==> src/hdl/ibm_pkg.sv <==
// ----------------------------------------------------------------------------
// ibm_pkg: shared types and constants of the I2C byte master
// Item and result structures, request codes, status codes and defaults.
// ----------------------------------------------------------------------------
package ibm_pkg;

   localparam int unsigned PHASE_W = 16;
   localparam int unsigned RECOVERY_PULSES_DEF = 9;

   localparam logic [1:0] REQ_START = 2'd0;
   localparam logic [1:0] REQ_STOP  = 2'd1;
   localparam logic [1:0] REQ_WRITE = 2'd2;
   localparam logic [1:0] REQ_READ  = 2'd3;

   localparam logic [1:0] STAT_OK       = 2'd0;
   localparam logic [1:0] STAT_STUCK    = 2'd1;
   localparam logic [1:0] STAT_NO_START = 2'd2;

   localparam logic [PHASE_W-1:0] PHASE_TICKS_RESET = 16'd1;

   typedef struct packed {
      logic       cmd_valid;
      logic [1:0] req_type;
      logic [7:0] tx_byte;
      logic       send_ack;
      logic       sda_in;
   } item_type;

   typedef struct packed {
      logic       scl_out;
      logic       sda_out;
      logic       ready_res;
      logic       done_res;
      logic [7:0] rx_byte;
      logic       ack_received;
      logic [1:0] status;
   } result_type;

endpackage

==> src/hdl/ibm_seq.sv <==
// ----------------------------------------------------------------------------
// ibm_seq: bus phase sequencer
// Holds the phase state and line drive; advances one tick per step.
// ----------------------------------------------------------------------------
module ibm_seq #(
   parameter int unsigned RECOVERY_PULSES = ibm_pkg::RECOVERY_PULSES_DEF
) (
   input  logic                          clock,
   input  logic                          reset,
   input  logic                          step,
   input  ibm_pkg::item_type             item,
   input  logic [ibm_pkg::PHASE_W-1:0]   phase_ticks,
   output ibm_pkg::result_type           result
);

   localparam logic [4:0] P_IDLE     = 5'd0;
   localparam logic [4:0] P_ST_REL   = 5'd1;
   localparam logic [4:0] P_RC_HIGH  = 5'd2;
   localparam logic [4:0] P_RC_LOW   = 5'd3;
   localparam logic [4:0] P_RC_CHECK = 5'd4;
   localparam logic [4:0] P_ST_LOW   = 5'd5;
   localparam logic [4:0] P_ST_HOLD  = 5'd6;
   localparam logic [4:0] P_SP_A     = 5'd7;
   localparam logic [4:0] P_SP_B     = 5'd8;
   localparam logic [4:0] P_SP_C     = 5'd9;
   localparam logic [4:0] P_SP_D     = 5'd10;
   localparam logic [4:0] P_WR_LOW   = 5'd11;
   localparam logic [4:0] P_WR_DATA  = 5'd12;
   localparam logic [4:0] P_WR_HIGH  = 5'd13;
   localparam logic [4:0] P_WA_LOW   = 5'd14;
   localparam logic [4:0] P_WA_REL   = 5'd15;
   localparam logic [4:0] P_WA_HIGH  = 5'd16;
   localparam logic [4:0] P_RD_LOW   = 5'd17;
   localparam logic [4:0] P_RD_HIGH  = 5'd18;
   localparam logic [4:0] P_RA_LOW   = 5'd19;
   localparam logic [4:0] P_RA_DATA  = 5'd20;
   localparam logic [4:0] P_RA_HIGH  = 5'd21;
   localparam logic [4:0] P_RA_END   = 5'd22;

   localparam logic [3:0] PULSES_M1 = 4'((RECOVERY_PULSES - 1) % 16);
   localparam logic [3:0] BITS_M1   = 4'd7;

   logic [4:0]                  state_ff, state_in;
   logic [3:0]                  bit_ff, bit_in;
   logic [7:0]                  shift_ff, shift_in;
   logic [ibm_pkg::PHASE_W-1:0] tick_ff, tick_in;
   logic                        scl_ff, scl_in;
   logic                        sda_ff, sda_in;
   logic                        ackp_ff, ackp_in;
   logic [7:0]                  rx_ff, rx_in;
   logic                        ackh_ff, ackh_in;
   logic [1:0]                  stat_ff, stat_in;
   logic                        done;
   logic                        go;
   logic [4:0]                  go_p;
   logic                        phase_end;
   logic [ibm_pkg::PHASE_W:0]   tick_sum;

   assign tick_sum  = {1'b0, tick_ff} + {{ibm_pkg::PHASE_W{1'b0}}, 1'b1};
   assign phase_end = tick_sum >= {1'b0, phase_ticks};

   always_comb begin
      state_in = state_ff;
      bit_in   = bit_ff;
      shift_in = shift_ff;
      tick_in  = tick_ff;
      scl_in   = scl_ff;
      sda_in   = sda_ff;
      ackp_in  = ackp_ff;
      rx_in    = rx_ff;
      ackh_in  = ackh_ff;
      stat_in  = stat_ff;
      done     = 1'b0;
      go       = 1'b0;
      go_p     = P_IDLE;

      if (state_ff == P_IDLE) begin
         if (item.cmd_valid) begin
            stat_in = ibm_pkg::STAT_OK;
            go      = 1'b1;
            unique case (item.req_type)
               ibm_pkg::REQ_START: go_p = P_ST_REL;
               ibm_pkg::REQ_STOP:  go_p = P_SP_A;
               ibm_pkg::REQ_WRITE: begin
                  shift_in = item.tx_byte;
                  bit_in   = BITS_M1;
                  go_p     = P_WR_LOW;
               end
               default: begin
                  shift_in = 8'd0;
                  bit_in   = BITS_M1;
                  ackp_in  = item.send_ack;
                  sda_in   = 1'b1;
                  go_p     = P_RD_LOW;
               end
            endcase
         end
      end else if (phase_end) begin
         go = 1'b1;
         unique case (state_ff)
            P_ST_REL: begin
               if (!item.sda_in) begin
                  bit_in = PULSES_M1;
                  go_p   = P_RC_HIGH;
               end else begin
                  go_p = P_ST_LOW;
               end
            end
            P_RC_HIGH: go_p = P_RC_LOW;
            P_RC_LOW: begin
               if (bit_ff == 4'd0) begin
                  go_p = P_RC_CHECK;
               end else begin
                  bit_in = bit_ff - 4'd1;
                  go_p   = P_RC_HIGH;
               end
            end
            P_RC_CHECK: begin
               if (!item.sda_in) begin
                  stat_in = ibm_pkg::STAT_STUCK;
                  go      = 1'b0;
                  done    = 1'b1;
               end else begin
                  go_p = P_ST_LOW;
               end
            end
            P_ST_LOW: begin
               if (item.sda_in) begin
                  stat_in = ibm_pkg::STAT_NO_START;
                  go      = 1'b0;
                  done    = 1'b1;
               end else begin
                  go_p = P_ST_HOLD;
               end
            end
            P_SP_A:    go_p = P_SP_B;
            P_SP_B:    go_p = P_SP_C;
            P_SP_C:    go_p = P_SP_D;
            P_WR_LOW:  go_p = P_WR_DATA;
            P_WR_DATA: go_p = P_WR_HIGH;
            P_WR_HIGH: begin
               if (bit_ff == 4'd0) begin
                  go_p = P_WA_LOW;
               end else begin
                  bit_in = bit_ff - 4'd1;
                  go_p   = P_WR_LOW;
               end
            end
            P_WA_LOW: go_p = P_WA_REL;
            P_WA_REL: go_p = P_WA_HIGH;
            P_WA_HIGH: begin
               ackh_in = ~item.sda_in;
               scl_in  = 1'b0;
               go      = 1'b0;
               done    = 1'b1;
            end
            P_RD_LOW: go_p = P_RD_HIGH;
            P_RD_HIGH: begin
               shift_in = {shift_ff[6:0], item.sda_in};
               if (bit_ff == 4'd0) begin
                  rx_in = {shift_ff[6:0], item.sda_in};
                  go_p  = P_RA_LOW;
               end else begin
                  bit_in = bit_ff - 4'd1;
                  go_p   = P_RD_LOW;
               end
            end
            P_RA_LOW:  go_p = P_RA_DATA;
            P_RA_DATA: go_p = P_RA_HIGH;
            P_RA_HIGH: go_p = P_RA_END;
            default: begin
               go   = 1'b0;
               done = 1'b1;
            end
         endcase
         if (done) begin
            state_in = P_IDLE;
            tick_in  = '0;
         end
      end else begin
         tick_in = tick_sum[ibm_pkg::PHASE_W-1:0];
      end

      // apply the entry actions of the next phase
      if (go) begin
         state_in = go_p;
         tick_in  = '0;
         unique case (go_p)
            P_ST_REL: begin
               scl_in = 1'b1;
               sda_in = 1'b1;
            end
            P_RC_HIGH, P_RC_CHECK, P_SP_C, P_WR_HIGH, P_WA_HIGH, P_RD_HIGH,
            P_RA_HIGH:
               scl_in = 1'b1;
            P_RC_LOW, P_SP_A, P_WR_LOW, P_WA_LOW, P_RD_LOW, P_RA_LOW, P_RA_END:
               scl_in = 1'b0;
            P_ST_LOW, P_ST_HOLD, P_SP_B:
               sda_in = 1'b0;
            P_SP_D, P_WA_REL:
               sda_in = 1'b1;
            P_WR_DATA: begin
               sda_in   = shift_in[7];
               shift_in = {shift_in[6:0], 1'b0};
            end
            P_RA_DATA:
               sda_in = ~ackp_in;
            default: ;
         endcase
      end
   end

   always_ff @(posedge clock) begin
      if (reset) begin
         state_ff <= P_IDLE;
         bit_ff   <= '0;
         shift_ff <= '0;
         tick_ff  <= '0;
         scl_ff   <= 1'b1;
         sda_ff   <= 1'b1;
         ackp_ff  <= 1'b0;
         rx_ff    <= '0;
         ackh_ff  <= 1'b0;
         stat_ff  <= ibm_pkg::STAT_OK;
      end else if (step) begin
         state_ff <= state_in;
         bit_ff   <= bit_in;
         shift_ff <= shift_in;
         tick_ff  <= tick_in;
         scl_ff   <= scl_in;
         sda_ff   <= sda_in;
         ackp_ff  <= ackp_in;
         rx_ff    <= rx_in;
         ackh_ff  <= ackh_in;
         stat_ff  <= stat_in;
      end
   end

   always_comb begin
      result.scl_out      = scl_in;
      result.sda_out      = sda_in;
      result.ready_res    = (state_in == P_IDLE);
      result.done_res     = done;
      result.rx_byte      = rx_in;
      result.ack_received = ackh_in;
      result.status       = stat_in;
   end

endmodule

==> src/hdl/i2c_byte_master.sv <==
// ----------------------------------------------------------------------------
// i2c_byte_master: byte-level I2C master with open-drain line drive
// Each request transaction is one bus tick carrying sampled SDA and an
// optional command (start, stop, write byte, read byte). Each tick yields one
// response transaction with the SCL/SDA drive, ready, done and the results.
// Usage:
//  - req_ channel: valid/ready; one tick per accepted transaction.
//  - rsp_ channel: valid/ready; one response per request, in order.
//  - csr_wr_en/csr_wr_data write phase_ticks (ticks per bus phase); write
//    only while no transaction is in flight. Zero behaves as one.
//  - Path: from request acceptance to response valid via the input
//    register, then sequencer update into the response register.
//  - Throughput: one transaction per cycle while rsp_ready holds; the
//    sequencer advances once per tick with a single pass of next-state logic.
//  - Reset: sequencer idle, both lines released, phase_ticks = 1, results 0.
//  - A stalled rsp_ready holds the response register; the input register
//    then fills and req_ready drops until the response is taken.
// ----------------------------------------------------------------------------
module i2c_byte_master #(
   parameter int unsigned RECOVERY_PULSES = ibm_pkg::RECOVERY_PULSES_DEF
) (
   input  logic                        clock,
   input  logic                        reset,
   input  logic                        req_valid,
   output logic                        req_ready,
   input  logic                        req_cmd_valid,
   input  logic [1:0]                  req_type,
   input  logic [7:0]                  req_tx_byte,
   input  logic                        req_send_ack,
   input  logic                        req_sda_in,
   output logic                        rsp_valid,
   input  logic                        rsp_ready,
   output logic                        rsp_scl_out,
   output logic                        rsp_sda_out,
   output logic                        rsp_ready_res,
   output logic                        rsp_done_res,
   output logic [7:0]                  rsp_rx_byte,
   output logic                        rsp_ack_received,
   output logic [1:0]                  rsp_status,
   input  logic                        csr_wr_en,
   input  logic [ibm_pkg::PHASE_W-1:0] csr_wr_data
);

   logic                        in_valid_ff;
   ibm_pkg::item_type           in_item_ff;
   logic                        out_valid_ff;
   ibm_pkg::result_type         out_res_ff;
   logic [ibm_pkg::PHASE_W-1:0] phase_ticks_ff;
   ibm_pkg::result_type         seq_res;
   logic                        step;

   assign step      = in_valid_ff && (!out_valid_ff || rsp_ready);
   assign req_ready = !in_valid_ff || step;

   always_ff @(posedge clock) begin
      if (reset) begin
         phase_ticks_ff <= ibm_pkg::PHASE_TICKS_RESET;
      end else if (csr_wr_en) begin
         phase_ticks_ff <= csr_wr_data;
      end
   end

   always_ff @(posedge clock) begin
      if (reset) begin
         in_valid_ff <= 1'b0;
      end else if (req_ready) begin
         in_valid_ff <= req_valid;
      end
   end

   always_ff @(posedge clock) begin
      if (req_valid && req_ready) begin
         in_item_ff.cmd_valid <= req_cmd_valid;
         in_item_ff.req_type  <= req_type;
         in_item_ff.tx_byte   <= req_tx_byte;
         in_item_ff.send_ack  <= req_send_ack;
         in_item_ff.sda_in    <= req_sda_in;
      end
   end

   ibm_seq #(
      .RECOVERY_PULSES (RECOVERY_PULSES)
   ) u_seq (
      .clock       (clock),
      .reset       (reset),
      .step        (step),
      .item        (in_item_ff),
      .phase_ticks (phase_ticks_ff),
      .result      (seq_res)
   );

   always_ff @(posedge clock) begin
      if (reset) begin
         out_valid_ff <= 1'b0;
      end else if (step) begin
         out_valid_ff <= 1'b1;
      end else if (rsp_ready) begin
         out_valid_ff <= 1'b0;
      end
   end

   always_ff @(posedge clock) begin
      if (step) begin
         out_res_ff <= seq_res;
      end
   end

   assign rsp_valid        = out_valid_ff;
   assign rsp_scl_out      = out_res_ff.scl_out;
   assign rsp_sda_out      = out_res_ff.sda_out;
   assign rsp_ready_res    = out_res_ff.ready_res;
   assign rsp_done_res     = out_res_ff.done_res;
   assign rsp_rx_byte      = out_res_ff.rx_byte;
   assign rsp_ack_received = out_res_ff.ack_received;
   assign rsp_status       = out_res_ff.status;

`ifndef SYNTHESIS
   a_done_idle : assert property (@(posedge clock) disable iff (reset)
      out_valid_ff && out_res_ff.done_res |-> out_res_ff.ready_res)
      else $error("done without return to idle");

   a_step_fills : assert property (@(posedge clock) disable iff (reset)
      step |=> out_valid_ff)
      else $error("sequencer step did not produce a response");

   a_stall_cause : assert property (@(posedge clock) disable iff (reset)
      !req_ready |-> in_valid_ff && out_valid_ff && !rsp_ready)
      else $error("request stalled without a full pipeline");

   a_status_code : assert property (@(posedge clock) disable iff (reset)
      out_valid_ff && out_res_ff.status != ibm_pkg::STAT_OK |->
      out_res_ff.ready_res)
      else $error("failure status while a command is running");
`endif

endmodule
==> config.mk <==
export PLATFORM = sky130hd
export DESIGN_NAME = i2c_byte_master
export DESIGN_NICKNAME = d
export VERILOG_FILES = /design/src/hdl/ibm_pkg.sv /design/src/hdl/ibm_seq.sv /design/src/hdl/i2c_byte_master.sv
export SDC_FILE = /design/constraint.sdc
export NUM_CORES = 1
export LEC_CHECK = 0
export BUFFER_PORTS_ARGS = -buffer_cell sky130_fd_sc_hd__buf_4
export CORE_MARGIN = 10
export CORE_UTILIZATION = 54
export CTS_CLUSTER_DIAMETER = 50
export CTS_CLUSTER_SIZE = 25
export DETAILED_ROUTE_END_ITERATION = 16
export PLACE_DENSITY = 0.75
export SLEW_MARGIN = 20
export SYNTH_ARGS = -nofsm -noshare
export SYNTH_HDL_FRONTEND = slang
export SYNTH_HIERARCHICAL = 1
export SYNTH_SLANG_ARGS = --single-unit
==> constraint.sdc <==
create_clock -name clock -period 3.82 [get_ports clock]
set_clock_uncertainty 0.05 [all_clocks]
set_input_delay 0.382 -clock clock [delete_from_list [all_inputs] [get_ports clock]]
set_output_delay 0.382 -clock clock [all_outputs]
set_load 0.03 [all_outputs]
==> summary.txt, run 1 <==
Logic synthesis
  • Sequential share of the synthesized area: 0.393
  • Syn nets: 671
  • Synthesized area: 5440 µm²
  • EDFF count, synth: 28
  • Synth warnings: 6
  • Synth async-reset ratio: 0
  • Yosys cell types: 68
  • Cells after Synth: 613
  • Synthesis-stage register bit count: 93
  • Avg Cell Area, Syn: 8.88 µm²
  • Prevailing post-synth register cell: dfxtp_1

Global route
  • Grt met1 use: 0.242
  • M3 GR Usage: 0.0391
  • First-pass GRT wire length: 22.0 mm
  • Largest net degree at the start of global routing: 67
  • Global Route Usage Sum: 0.183
  • GR Layer Usage met2: 0.290
  • Congestion Overflow GR: 0
  • Initial antenna violation count: 0
  • Number of global-route vias before repair: 4,480
  • GRT busiest layer: met2

Setup path
  • FF-to-FF setup slack: 50 ps
  • Slowest Stage Delay on Critical Path: 370 ps
  • Highest-delay cell along the critical path: dfxtp_2
  • Critical path data required time: 3910 ps
  • Critical Path Start: u_seq/tick_ff[1]
  • Worst path cell trace: ha_2 -> and3_4 -> nand3_4 -> buf_4 -> nor2_1 -> nand2_1 -> xnor2_2 -> ha_1 -> nand4_1 -> nor2_4 -> a31oi_4 -> and4_4 -> o31a_1 -> a211o_1 -> and4_4 -> or2_1
  • Reg2reg start: u_seq/tick_ff[1]
  • CP endpoint: rsp_scl_out
  • CP Launch Type: register
  • Most common cell on crit path: and4_4
  • Worst Reg-to-Reg Cells: 16
  • Setup Crit Path Kind: reg2reg
  • Crit path max fanout: 7
  • Crit-path leading delay family: simple AND/OR/NAND/NOR gates
  • CP Buf/Inv Count: 1
  • RR Endpoint: rsp_scl_out
  • Crit path DAT: 3860 ps
  • Critical Path Stages: 16
  • CP endpoint kind: register

Floorplan
  • Initial core utilization: 0.554
  • Boundary pin count: 51
  • Width of the die: 120 µm
  • Die area: 14,500 µm²
  • Row Count: 36
  • Total core area: 9820 µm²
  • Vert. Die Dim: 120 µm

Pwr
  • P_leak: 0.00266 µW
  • Total power: 2190 µW
  • Maximum VDD drop: 265 µV
  • P per Cell Area: 343 nW/µm²

Status
  • Status: complete, no violations

Finish
  • Fin area: 6380 µm²
  • Inserted Diodes: 0
  • Fill cells: 834
  • Share of cells above drive strength 1: 0.215
  • Non-Filler Instances: 807
  • Nets: 727
  • Fin util: 0.650
  • Area delta synth->final: 17.2%

STA
  • Max-slew headroom: 0.496
  • Fin Hold WS: 117 ps
  • Worst slew pin tran: 749 ps
  • Tmin final: 3770 ps
  • Final Max Tran Viols: 0
  • Final worst-path cycle share: 0.987
  • Setup-failing EPs final: 0
  • Final Hold Viols: 0
  • Fmax: 0.265 GHz

Clock network
  • Clk sink count: 93
  • CTS max path bufs: 2
  • CTS tree: done
  • Root Buffer: clkbuf_8
  • Worst-path clk slew: 110 ps
  • Htree depth: 3
  • Worst-Skew Late Latency: 380 ps
  • CTS buffer count: 9

Routing
  • Drt drc: 0
  • Drt first pass iters: 5
  • Post-DRT Antenna Nets: 0
  • Initial DRC Count: 402
  • DRT Wirelength: 13.6 mm
  • Vias/cell: 5.75
  • WL per Instance: 16.8 µm
  • DR vias: 4,643

Place
  • Port bufs: 50
  • Final RePlAce weighted congestion: 0.929
  • DP Area: 6010 µm²
  • Hpwl dp: 9.59 mm
  • Dpl cells: 781

Run
  • Max-Cap Viols: 0

Hold path
  • HP Start: req_send_ack
  • Min-Delay Path Class: in2reg
-- layer usage --
| layer | routed length (µm) | part of all wire |
|---|---|---|
| met1 | 6320 | 0.46 |
| met2 | 6470 | 0.48 |
| met3 | 554 | 0.041 |
| met4 | 252 | 0.019 |
| met5 | 0 | 0 |
-- area by class of cell --
type,count,area (µm²),area share
Clock buffer,9,124,0.0194
Clock inverter,7,63.8,0.0100
Inverter,24,90.1,0.0141
Multi-Input combinational cell,453,3100,0.486
Sequential cell,93,2150,0.336
Tap cell,133,166,0.0261
Timing Repair Buffer,88,689,0.108
-- where the power goes --
part / total (µW) / switching, µW / internal (µW)
logic: 457 / 269 / 188
clock network: 642 / 390 / 252
registers: 1090 / 34.3 / 1060
total: 2190 / 693 / 1500
-- kinds of logic (layout without fill, tap and decap cells) --
family                     Yosys count  in the layout  share of synthesized area
AOI/OAI and AO/OA                  132            132                      0.160
xor gates and xnor gates            16             16                     0.0257
adders and majority gates           24             24                     0.0552
buffers and inverters               67            128                     0.0575
DFF                                 93             93                      0.393
muxes                               45             45                     0.0846
and+or+nand+nor                    236            236                      0.224
-- what timing repair did --
item / CTS / global route
setup buffers: 0 / 10
resized for setup: 1 / 23
pin swaps: 0 / 12
hold buffers: 0 / 0
setup endpoints to repair: 2 / 35
-- worst min-delay path by stage --
stage	to	slack, ps	cells after the start
3_5_place_dp	rsp_valid	410	2
5_1_grt	in_item_ff[1]	100	1
6_report	in_item_ff[1]	120	1
2_1_floorplan	rsp_valid	380	2
3_3_place_gp	rsp_valid	390	2
4_1_cts	in_item_ff[1]	100	1
-- cells in the final DEF, fill, tap and decap left out, types with 3 or more instances in the layout --
cell       n
a211o_1    3
a211oi_1   7
a21o_1    10
a21oi_1   35
a22o_1     7
a22oi_1    7
a311oi_1   5
and2_1     5
buf_4     85
clkbuf_8   9
clkinv_4   3
dfxtp_1   62
dfxtp_2    3
edfxtp_1  28
ha_1      23
inv_1     24
mux2_2     8
mux2i_1   37
nand2_1   54
nand2b_1  20
nand3_1   18
nand3b_1   8
nand4_1    9
nor2_1    68
nor2_4     3
nor2b_1    7
nor3_1     5
nor4_1     5
o21ai_0   25
o22ai_1    8
xnor2_1    7
xnor2_2    3
xor2_1     6
-- registers in the layout, summed over array words and instances (netlist names) --
name,cells
rsp_status,2
rsp_ready_res,1
u_seq/ackp_ff,1
u_seq/bit_ff,4
in_item_ff,13
phase_ticks_ff,16
u_seq/rx_ff,8
rsp_valid,1
rsp_scl_out,1
in_valid_ff,1
rsp_done_res,1
u_seq/ackh_ff,1
u_seq/sda_ff,1
u_seq/stat_ff,2
rsp_ack_received,1
u_seq/scl_ff,1
u_seq/state_ff,5
u_seq/shift_ff,8
rsp_sda_out,1
rsp_rx_byte,8
u_seq/tick_ff,16
-- synthesized netlist by cell type, types with 10 or more instances --
cell type	number	area (µm²)
nand3_1	20	100
ha_1	24	300
mux2i_1	37	370
a21oi_1	36	180
nand2b_1	20	125
nor2_1	72	270
a21o_1	10	75.1
clkbuf_1	24	90.1
edfxtp_1	28	841
nand2_1	54	203
dfxtp_1	65	1300
inv_1	24	90.1
xnor2_1	10	87.6
o21ai_0	26	130
-- per-stage QoR --
| step | TNS (ps) | worst slack, ps |
|---|---|---|
| 2_1_floorplan | 0 | 21.7 |
| 3_3_place_gp | 0 | 79.5 |
| 3_5_place_dp | -2.52 | -2.52 |
| 4_1_cts | 0 | 5.92 |
| 5_1_grt | -724 | -105 |
| 6_report | 0 | 49.9 |
No activity file was read; power rests on OpenSTA's default activity.
==> run 2: changes to the inputs <==
RECOVER_POWER = 100   (was not set)
==> run 2 against run 1 <==
Compared with the run above:
- critical path depth unchanged
- die area unchanged
- final cell count unchanged
- via count increased by 0.67%
- highest routed layer unchanged
- critical endpoint unchanged
- global-route usage unchanged
- register-to-register slack about the same
- design area decreased by 1.1%
==> summary.txt, run 2 (synthesis gave the netlist of run 1 again) <==
Status
  • Status: complete, no violations

Setup path
  • Crit path max fanout: 7
  • Crit path DAT: 3860 ps
  • Setup Crit Path Kind: reg2reg
  • FF-to-FF setup slack: 40 ps
  • CP endpoint: rsp_scl_out
  • Critical Path Start: u_seq/tick_ff[1]
  • RR Endpoint: rsp_scl_out
  • Reg2reg start: u_seq/tick_ff[1]
  • CP endpoint kind: register
  • Critical path data required time: 3910 ps
  • CP Launch Type: register
  • Worst Reg-to-Reg Cells: 16

STA
  • Final Max Tran Viols: 0
  • Final worst-path cycle share: 0.988
  • Fmax: 0.265 GHz
  • Total negative slack: 0 ps
  • Tmin final: 3780 ps
  • Setup-failing EPs final: 0
  • Final Hold Viols: 0
  • Worst slew pin tran: 931 ps
  • Final worst setup slack: 44.6 ps
  • Max-slew headroom: 0.379

Finish
  • Inserted Diodes: 0
  • Area delta synth->final: 16.0%
  • Nets: 727
  • Most frequent cells in the layout: nor2_1, dfxtp_1, buf_4, nand2_1, mux2i_1
  • Share of cells above drive strength 1: 0.188
  • Commonest non-fill, non-tap cell in the layout: nor2_1
  • Largest regs: phase_ticks_ff: 16 flops, u_seq/tick_ff: 16 flops, in_item_ff: 13 flops

Clock network
  • CTS max path bufs: 2
  • CTS tree: done
  • Worst-Skew Late Latency: 380 ps
  • Clk sink count: 93
  • Worst-path clk slew: 100 ps
  • Root Buffer: clkbuf_8
  • CTS buffer count: 9
  • # hold bufs at CTS: 0
  • Htree depth: 3

Routing
  • Drt first pass iters: 5
  • WL per Instance: 16.8 µm
  • Vias/cell: 5.79
  • Drt drc: 0
  • Initial DRC Count: 388
  • DR vias: 4,674
  • Post-DRT Antenna Nets: 0
  • DRT Wirelength: 13.6 mm

Pwr
  • Maximum VDD drop: 263 µV
  • P_leak: 0.00259 µW
  • P per Cell Area: 345 nW/µm²

Global route
  • Global Route Usage Sum: 0.183
  • Largest net degree at the start of global routing: 67
  • First-pass GRT wire length: 22.0 mm
  • Congestion Overflow GR: 0
  • Initial antenna violation count: 0
  • Number of global-route vias before repair: 4,480

Place
  • Hpwl dp: 9.59 mm
  • Port bufs: 50
  • Setup WS pre-CTS: -2.52 ps
  • Final RePlAce weighted congestion: 0.929

Floorplan
  • Vert. Die Dim: 120 µm
  • Initial core utilization: 0.554
  • Width of the die: 120 µm
  • Die area: 14,500 µm²
  • Boundary pin count: 51
  • Row Count: 36
  • Total core area: 9820 µm²

Run
  • Max-Cap Viols: 0

Hold path
  • Min-Delay Path Class: in2reg
  • Hold Crit Depth: 1
==> run 2: cell types whose count changed in the layout (fill, tap and decap cells not counted), sizes merged <==
| cell | change |
|---|---|
| clkbuf | +31 |
| buf | -31 |
==> run 2: worst min path at each step <==
| stage | to | start |
|---|---|---|
| 6_report | in_item_ff[1] | req_send_ack |
| 5_1_grt | in_item_ff[1] | req_send_ack |
| 4_1_cts | in_item_ff[1] | req_send_ack |
| 3_5_place_dp | rsp_valid | in_valid_ff |
| 3_3_place_gp | rsp_valid | in_valid_ff |
| 2_1_floorplan | rsp_valid | in_valid_ff |
==> run 2: routing by layer <==
layer,vias up,routed length (µm),GRT usage
met3,23,586,0.0391
li1,2309,-,-
met4,0,247,0.0596
met5,-,0,0
met2,127,6460,0.290
met1,2215,6280,0.242
==> run 2: where the power goes <==
part | internal, µW | switching [µW]
combinational | 180 | 269
clock | 252 | 385
sequential | 1060 | 34.4
==> run 2: timing repair <==
item | CTS | global route
endpoints found under the setup margin | 2 | 35
pin swaps | 0 | 12
setup buffers | 0 | 10
gates resized for setup | 1 | 23
==> run 2: critical path, cell delays in order, from the launching register on <==
cell and delay [ps]:
dfxtp_2 370, ha_2 190, and3_4 200, nand3_4 110
buf_4 180, nor2_1 90, nand2_1 100, xnor2_2 170
ha_1 320, nand4_1 170, nor2_4 200, a31oi_4 120
and4_4 260, o31a_1 320, a211o_1 270, and4_4 190
or2_1 230
==> run 2: area by class of cell <==
class	instances	area (µm²)
fillers	855	3500
multi-input cells	453	3100
flip-flops and latches	93	2150
repair buffers	88	623
well taps	133	166
clock buffers	9	124
inverters	24	90.1
clock inverters	7	63.8
==> run 2: metrics by stage <==
step,util,total power (µW),hold slack (ps),area (µm²),cells
after floorplan,-,1410,384,5450,613
after global placement,0.612,1530,395,6010,781
after detailed placement,0.612,1540,412,6010,781
after CTS,0.631,2180,105,6200,797
after global routing,0.643,2280,122,6310,807
final,0.643,2180,146,6310,807
